[src/sv/wmf_pkg.sv]
// Package: shared constants and types for the window minimizer finder.
`default_nettype none
package wmf_pkg;
    localparam int KMER_LEN_DEF   = 19;
    localparam int WINDOW_LEN_DEF = 19;
    localparam int POS_W  = 32;
    localparam int DIST_W = 5;

    typedef struct packed {
        logic [7:0] symbol;
        logic       seq_end;
    } wmf_in_t;

    typedef struct packed {
        logic [POS_W-1:0]  position;
        logic              is_first;
        logic [DIST_W-1:0] distance;
        logic [POS_W-1:0]  gap;
    } wmf_out_t;
endpackage
`default_nettype wire

[src/sv/wmf_stream_if.sv]
// Interface: valid/ready channel carrying one payload.
`default_nettype none
interface wmf_stream_if #(parameter type payload_t = logic) ();
    logic     valid;
    logic     ready;
    payload_t payload;
    modport source (output valid, output payload, input ready);
    modport sink (input valid, input payload, output ready);
endinterface
`default_nettype wire

[src/sv/wmf_front.sv]
// Front: shifts characters into the window and classifies window-complete items.
`default_nettype none
module wmf_front #(
    parameter int KMER_LEN   = wmf_pkg::KMER_LEN_DEF,
    parameter int WINDOW_LEN = wmf_pkg::WINDOW_LEN_DEF
) (
    input  wire logic clk,
    input  wire logic rst_n,
    input  wire logic in_valid,
    output logic      in_ready,
    input  wire wmf_pkg::wmf_in_t in_item,
    output logic      job_valid,
    input  wire logic job_ready,
    output logic [8*(WINDOW_LEN+KMER_LEN-1)-1:0] job_window,
    output logic [wmf_pkg::POS_W-1:0]            job_base,
    output logic      job_full,
    output logic      job_end
);
    import wmf_pkg::*;
    localparam int SPAN = WINDOW_LEN + KMER_LEN - 1;
    localparam int FW   = $clog2(SPAN + 1);

    logic [7:0]       win_reg [SPAN];
    logic [FW-1:0]    fill_reg, fill_next;
    logic [POS_W-1:0] idx_reg, idx_next;
    logic             job_valid_reg;
    logic [8*SPAN-1:0] jw_reg;
    logic [POS_W-1:0] jb_reg;
    logic             jf_reg, je_reg;
    logic             take;

    assign in_ready = !job_valid_reg || job_ready;
    assign take     = in_valid && in_ready;

    always_comb
    begin
        fill_next = fill_reg;
        idx_next  = idx_reg + 1'b1;
        if (fill_reg != FW'(SPAN))
        begin
            fill_next = fill_reg + 1'b1;
        end
        if (in_item.seq_end)
        begin
            fill_next = '0;
            idx_next  = '0;
        end
    end

    // Build the window as it looks after this character: oldest at byte 0.
    logic [7:0] nw [SPAN];
    always_comb
    begin
        for (int i = 0; i < SPAN; i++)
        begin
            if (fill_reg == FW'(SPAN))
                nw[i] = (i == SPAN-1) ? in_item.symbol : win_reg[i+1];
            else
                nw[i] = (FW'(i) == fill_reg) ? in_item.symbol : win_reg[i];
        end
    end

    always_ff @(posedge clk or negedge rst_n)
    begin
        if (!rst_n)
        begin
            fill_reg      <= '0;
            idx_reg       <= '0;
            job_valid_reg <= 1'b0;
        end
        else
        begin
            if (take)
            begin
                fill_reg      <= fill_next;
                idx_reg       <= idx_next;
                job_valid_reg <= 1'b1;
            end
            else if (job_valid_reg && job_ready)
                job_valid_reg <= 1'b0;
        end
    end

    always_ff @(posedge clk)
    begin
        if (take)
        begin
            for (int i = 0; i < SPAN; i++)
            begin
                win_reg[i]        <= in_item.seq_end ? 8'd0 : nw[i];
                jw_reg[8*i +: 8]  <= nw[i];
            end
            jb_reg <= idx_reg - POS_W'(SPAN - 1);
            jf_reg <= (fill_reg == FW'(SPAN)) || (fill_reg == FW'(SPAN - 1));
            je_reg <= in_item.seq_end;
        end
    end

    assign job_valid  = job_valid_reg;
    assign job_window = jw_reg;
    assign job_base   = jb_reg;
    assign job_full   = jf_reg;
    assign job_end    = je_reg;
endmodule
`default_nettype wire

[src/sv/wmf_back.sv]
// Back: scans k-mers, one per cycle when not stalled; emits changed minimizers.
`default_nettype none
module wmf_back #(
    parameter int KMER_LEN   = wmf_pkg::KMER_LEN_DEF,
    parameter int WINDOW_LEN = wmf_pkg::WINDOW_LEN_DEF
) (
    input  wire logic clk,
    input  wire logic rst_n,
    input  wire logic job_valid,
    output logic      job_ready,
    input  wire logic [8*(WINDOW_LEN+KMER_LEN-1)-1:0] job_window,
    input  wire logic [wmf_pkg::POS_W-1:0]            job_base,
    input  wire logic job_full,
    input  wire logic job_end,
    output logic      out_valid,
    input  wire logic out_ready,
    output wmf_pkg::wmf_out_t out_item
);
    import wmf_pkg::*;
    localparam int SPAN = WINDOW_LEN + KMER_LEN - 1;
    localparam int KW   = (WINDOW_LEN > 1) ? $clog2(WINDOW_LEN) : 1;
    localparam int KB   = 8 * KMER_LEN;
    localparam logic ST_IDLE = 1'b0;
    localparam logic ST_SCAN = 1'b1;

    logic             state_reg;
    logic [8*SPAN-1:0] win_reg;
    logic [POS_W-1:0] base_reg;
    logic             end_reg;
    logic [KW-1:0]    k_reg, best_reg;
    logic [KB-1:0]    best_kmer_reg, cand;
    logic [POS_W-1:0] last_reg;
    logic             have_reg;
    logic             ov_reg;
    wmf_out_t         out_reg;

    // Byte 0 is the first character, so compare with it as most significant.
    function automatic logic [KB-1:0] be(input logic [KB-1:0] v);
        logic [KB-1:0] r;
        for (int t = 0; t < KMER_LEN; t++)
            r[KB-1-8*t -: 8] = v[8*t +: 8];
        return r;
    endfunction

    assign cand = be(win_reg[8*k_reg +: KB]);
    logic last_step;
    assign last_step = (k_reg == KW'(WINDOW_LEN - 1));
    logic [KW-1:0]    best_fin;
    assign best_fin = (cand < best_kmer_reg) ? k_reg : best_reg;
    logic [POS_W-1:0] pos, pos_diff;
    assign pos      = base_reg + POS_W'(best_fin);
    assign pos_diff = pos - last_reg;
    logic emit;
    assign emit = !have_reg || pos != last_reg;

    // Hold the scan while a result still waits to be taken.
    logic can_finish;
    assign can_finish = !ov_reg || out_ready;
    assign job_ready  = (state_reg == ST_IDLE);
    logic fire;
    assign fire = (state_reg == ST_SCAN) && last_step && can_finish && emit;

    always_ff @(posedge clk or negedge rst_n)
    begin
        if (!rst_n)
        begin
            state_reg <= ST_IDLE;
            have_reg  <= 1'b0;
            last_reg  <= '0;
            ov_reg    <= 1'b0;
        end
        else
        begin
            if (fire)
                ov_reg <= 1'b1;
            else if (ov_reg && out_ready)
                ov_reg <= 1'b0;
            unique case (state_reg)
                ST_IDLE:
                begin
                    if (job_valid)
                    begin
                        if (job_full)
                            state_reg <= ST_SCAN;
                        else if (job_end)
                        begin
                            have_reg <= 1'b0;
                            last_reg <= '0;
                        end
                    end
                end
                ST_SCAN:
                begin
                    if (last_step && can_finish)
                    begin
                        state_reg <= ST_IDLE;
                        if (end_reg)
                        begin
                            have_reg <= 1'b0;
                            last_reg <= '0;
                        end
                        else if (emit)
                        begin
                            last_reg <= pos;
                            have_reg <= 1'b1;
                        end
                    end
                end
                default: state_reg <= ST_IDLE;
            endcase
        end
    end

    always_ff @(posedge clk)
    begin
        if (state_reg == ST_IDLE && job_valid)
        begin
            win_reg       <= job_window;
            base_reg      <= job_base;
            end_reg       <= job_end;
            k_reg         <= '0;
            best_reg      <= '0;
            best_kmer_reg <= '1;
        end
        else if (state_reg == ST_SCAN && !last_step)
        begin
            k_reg <= k_reg + 1'b1;
            if (k_reg == '0 || cand < best_kmer_reg)
            begin
                best_reg      <= k_reg;
                best_kmer_reg <= cand;
            end
        end
        if (fire)
        begin
            out_reg.position <= pos;
            out_reg.is_first <= !have_reg;
            out_reg.distance <= have_reg ? pos_diff[DIST_W-1:0] : '0;
            out_reg.gap      <= !have_reg ? pos :
                                (pos_diff > POS_W'(KMER_LEN) ?
                                 pos_diff - POS_W'(KMER_LEN) : '0);
        end
    end

    assign out_valid = ov_reg;
    assign out_item  = out_reg;
endmodule
`default_nettype wire

[src/sv/window_minimizer_finder_top.sv]
// Top level: window minimizer finder with front/back split.
// Takes one character per transfer. Each window-complete character costs a
// load step in the back end, then one k-mer compare per cycle, holding on the
// last k-mer while a result waits; other characters need no scan. A one-entry
// queue lets the front take the next character while the back scans. Results
// come out of a register.
`default_nettype none
module window_minimizer_finder_top #(
    parameter int KMER_LEN   = wmf_pkg::KMER_LEN_DEF,
    parameter int WINDOW_LEN = wmf_pkg::WINDOW_LEN_DEF
) (
    input wire logic clk,
    input wire logic rst_n,
    wmf_stream_if.sink   in_ch,
    wmf_stream_if.source out_ch
);
    import wmf_pkg::*;
    localparam int SPAN = WINDOW_LEN + KMER_LEN - 1;

    logic              jv, jr, jf, je;
    logic [8*SPAN-1:0] jw;
    logic [POS_W-1:0]  jb;

    wmf_front #(.KMER_LEN(KMER_LEN), .WINDOW_LEN(WINDOW_LEN)) u_front (
        .clk(clk), .rst_n(rst_n),
        .in_valid(in_ch.valid), .in_ready(in_ch.ready), .in_item(in_ch.payload),
        .job_valid(jv), .job_ready(jr), .job_window(jw), .job_base(jb),
        .job_full(jf), .job_end(je)
    );

    wmf_back #(.KMER_LEN(KMER_LEN), .WINDOW_LEN(WINDOW_LEN)) u_back (
        .clk(clk), .rst_n(rst_n),
        .job_valid(jv), .job_ready(jr), .job_window(jw), .job_base(jb),
        .job_full(jf), .job_end(je),
        .out_valid(out_ch.valid), .out_ready(out_ch.ready), .out_item(out_ch.payload)
    );
endmodule
`default_nettype wire
[src/flat_wrapper.sv]
// flat-port wrapper written by rule: the top's interface ports become plain ports
module window_minimizer_finder_top_flat import wmf_pkg::*;
#(
    parameter int KMER_LEN   = wmf_pkg::KMER_LEN_DEF,
    parameter int WINDOW_LEN = wmf_pkg::WINDOW_LEN_DEF
)
  (clk, rst_n, in_ch_valid, in_ch_payload, in_ch_ready, out_ch_valid, out_ch_payload, out_ch_ready);
  wmf_stream_if in_ch_i ();
  wmf_stream_if out_ch_i ();
  input wire logic clk;
  input wire logic rst_n;
  input wire logic [$bits(in_ch_i.valid)-1:0] in_ch_valid;
  input wire logic [$bits(in_ch_i.payload)-1:0] in_ch_payload;
  output wire logic [$bits(in_ch_i.ready)-1:0] in_ch_ready;
  output wire logic [$bits(out_ch_i.valid)-1:0] out_ch_valid;
  output wire logic [$bits(out_ch_i.payload)-1:0] out_ch_payload;
  input wire logic [$bits(out_ch_i.ready)-1:0] out_ch_ready;
  assign in_ch_i.valid = in_ch_valid;
  assign in_ch_i.payload = in_ch_payload;
  assign in_ch_ready = in_ch_i.ready;
  assign out_ch_valid = out_ch_i.valid;
  assign out_ch_payload = out_ch_i.payload;
  assign out_ch_i.ready = out_ch_ready;
  window_minimizer_finder_top #(.KMER_LEN(KMER_LEN), .WINDOW_LEN(WINDOW_LEN)) u_core (.clk(clk), .rst_n(rst_n), .in_ch(in_ch_i), .out_ch(out_ch_i));
endmodule
[config.mk]
export PLATFORM = sky130hd
export DESIGN_NAME = window_minimizer_finder_top_flat
export DESIGN_NICKNAME = d
export VERILOG_FILES = /design/src/sv/wmf_pkg.sv /design/src/sv/wmf_stream_if.sv /design/src/sv/wmf_front.sv /design/src/sv/wmf_back.sv /design/src/sv/window_minimizer_finder_top.sv /design/src/flat_wrapper.sv
export SDC_FILE = /design/constraint.sdc
export NUM_CORES = 2
export LEC_CHECK = 0
export ABC_AREA = 1
export BUFFER_PORTS_ARGS = -buffer_cell sky130_fd_sc_hd__buf_2
export CAP_MARGIN = 20
export CORE_MARGIN = 5
export CORE_UTILIZATION = 52
export CTS_CLUSTER_DIAMETER = 200
export DETAILED_ROUTE_END_ITERATION = 8
export PLACE_DENSITY = 0.7
export SYNTH_ARGS = -nofsm -noshare
export SYNTH_HDL_FRONTEND = slang
export SYNTH_HIERARCHICAL = 1
export SYNTH_SLANG_ARGS = --single-unit
[constraint.sdc]
create_clock -name clk -period 21.2 [get_ports clk]
set_input_delay 4.24 -clock clk [delete_from_list [all_inputs] [get_ports clk]]
set_output_delay 4.24 -clock clk [all_outputs]
set_load 0.005 [all_outputs]
==> out/metrics.csv <==
stage,metric,value,unit
power_and_ir_drop,p_leak,30.01,nW
global_routing,antenna_found_initial,10,
sta,holdWs,0.3895,ns
sta,final.min_clock_period,11.93,ns
routing,wirelength,246.6,mm
layout,syn2layout_area_growth,7.431,%
global_routing,overflow,0,
clock_network,cts_max_level,3,
sta,max-slew-margin-rel,11.78,%
run,maxCapViolCount,0,
layout,final_cell_mix,"nand2_1 (2842), edfxtp_1 (956), o21ai_0 (764), nand3_1 (707), inv_1 (516)",
place,placed_area,67190,um^2
power_and_ir_drop,p_per_area,196.8,nW/um^2
sta,hold_viol_final,0,
place,dp.cells,9356,
place,portBuffers,7,
clock_network,insertion_delay,0.78,ns
sta,finClkSkew,0.06158,ns
layout,fillers,11500,
place,gp_congestion,1.082,
global_routing,grt_pass1_vias,53840,
floorplanning,die_h,367.3,um
yosys,syn_area,66370,um^2
clock_network,cts_buffer_depth,3,
sta,post-route-period-util,56.30,%
sta,setup_tns,0,ns
floorplanning,io_pins,8,
sta,setup_viol,0,
power_and_ir_drop,irDropWorstVdd,0.0001854,V
worst_setup_path,worstPathMaxFanout,96,
worst_setup_path,critPathMaxStageDelay,0.96,ns
sta,tightestPinTransition,1.309,ns
floorplanning,start_util,52.18,%
place,post-dp-hpwl,179.5,mm
floorplanning,die_area,134900,um^2
yosys,yosysWarningCount,6,
clock_network,post_cts_buffers,0,
clock_network,cts_resized,0,
worst_setup_path,path_class,flop to flop,
floorplanning,core_area,127200,um^2
global_routing,grtUsageTotal,35.67,%
routing,vias,58740,
sta,slew_viol_final,0,
worst_setup_path,crit_top_cell,nand2_1,
sta,rsz0062_at_grt,false,
global_routing,grt_max_degree,161,
yosys,syn_inst,8093,
routing,wl_per_cell,25.72,um
clock_network,cts-root-buf,clkbuf_16,
clock_network,cts_sinks,1192,
worst_setup_path,cp-end-kind,flop,
worst_setup_path,crit_slowest_cell,dfxtp_4,
layout,final_common_cell,nand2_1,
clock_network,cts.clk_slew.worst_paths,0.07,ns
sta,max_freq,0.08379,GHz
worst_setup_path,start_kind,flop,
layout,layoutNonFillerInstCount,9587,
status,outcome,"complete, no violations",
worst_setup_path,cp.required,21.77,ns
layout,final_area,71310,um^2
worst_setup_path,path_buf_inv,4,
floorplanning,chipWidth,367.3,um
clock_network,cts_inserted_buffers,121,
routing,routed_via_density,6.127,
power_and_ir_drop,p_total,0.01404,W
layout,drive_above_1_share,3.990,%
min_path,hold_class,flop to flop,
routing,first_pass_iters,9,
routing,post-route-drc-count,0,
layout,nNetsFinal,8025,
clock_network,holdBufCountCts,0,
routing,antenna_left,0,
global_routing,grt_pass1_wl,359.6,mm
clock_network,cts_tree,done,
yosys,avgSynthCellArea,8.202,um^2
floorplanning,rows,131,
routing,drt_iter0_markers,8702,
worst_setup_path,arrival,12.50,ns
worst_setup_path,critPathTopFamily,simple AND/OR/NAND/NOR gates,
-- routing by layer --
layer / share of wire, % / vias up / track usage, % / wire length, um
met5: 0.022 / - / 0 / 55
met2: 42 / 3297 / 52.63 / 104600
met3: 11 / 536 / 7.162 / 27040
met1: 41 / 27940 / 51.18 / 102000
met4: 5.3 / 8 / 15.80 / 12960
li1: - / 26960 / - / -
-- final cells by class --
| cell class | count | area, um^2 | area share (%) |
|---|---|---|---|
| inverter | 532 | 2033 | 2.851 |
| clock inverter | 69 | 857.1 | 1.202 |
| clock buffer | 154 | 3223 | 4.520 |
| multi-input combinational | 5892 | 28630 | 40.15 |
| antenna | 5 | 12.51 | 0.01755 |
| timing repair buffer | 81 | 653.1 | 0.9159 |
| sequential | 1192 | 33820 | 47.43 |
| tap | 1662 | 2079 | 2.916 |
-- path summary, 6_finish.rpt --
check / start / endpoint / slack (ns) / cells past startpoint
max in group asynchronous: rst_n / u_core/u_back/last_reg[5]$_DFFE_PN0P_ / 16.74 / 2
min in group asynchronous: rst_n / u_core/u_front/idx_reg[25]$_DFFE_PN0P_ / 3.43 / 1
hold / removal: u_core/u_front/job_window[38]$_DFFE_PP_ / u_core/u_back/win_reg[38]$_DFFE_PP_ / 0.39 / 0
hold reg to reg: u_core/u_front/job_window[38]$_DFFE_PP_ / u_core/u_back/win_reg[38]$_DFFE_PP_ / 0.39 / 0
setup / recovery: u_core/u_back/k_reg[1]$_SDFFE_PP0P_ / u_core/u_back/have_reg$_DFFE_PN0P_ / 9.27 / 42
setup reg to reg: u_core/u_back/k_reg[1]$_SDFFE_PP0P_ / u_core/u_back/have_reg$_DFFE_PN0P_ / 9.27 / 42
-- report_power, final --
group          internal [W]  switching (W)
registers           0.00327       0.000387
clock network       0.00127       0.000929
logic               0.00225        0.00592
-- worst register-to-register path: cells and delay by family, from the launching register on --
kind / cells / cell delay [ns]
buffers and inverters: 4 / 1.89
AND/OR/NAND/NOR: 22 / 4.47
XOR/XNOR: 1 / 0.19
flip-flops: 1 / 0.96
adder cells (fa/ha/maj): 3 / 0.96
AO/OA/AOI/OAI: 12 / 3.30
-- through the flow --
| stage | setup slack, ns | util [%] |
|---|---|---|
| detailed placement | 9.480 | 52.83 |
| global route | 8.280 | 56.05 |
| global placement | 9.581 | 52.82 |
| finish | 9.265 | 56.06 |
| CTS | 9.402 | 56.04 |
| floorplan | 7.109 | - |
No activity file was read; power rests on OpenSTA's default activity.
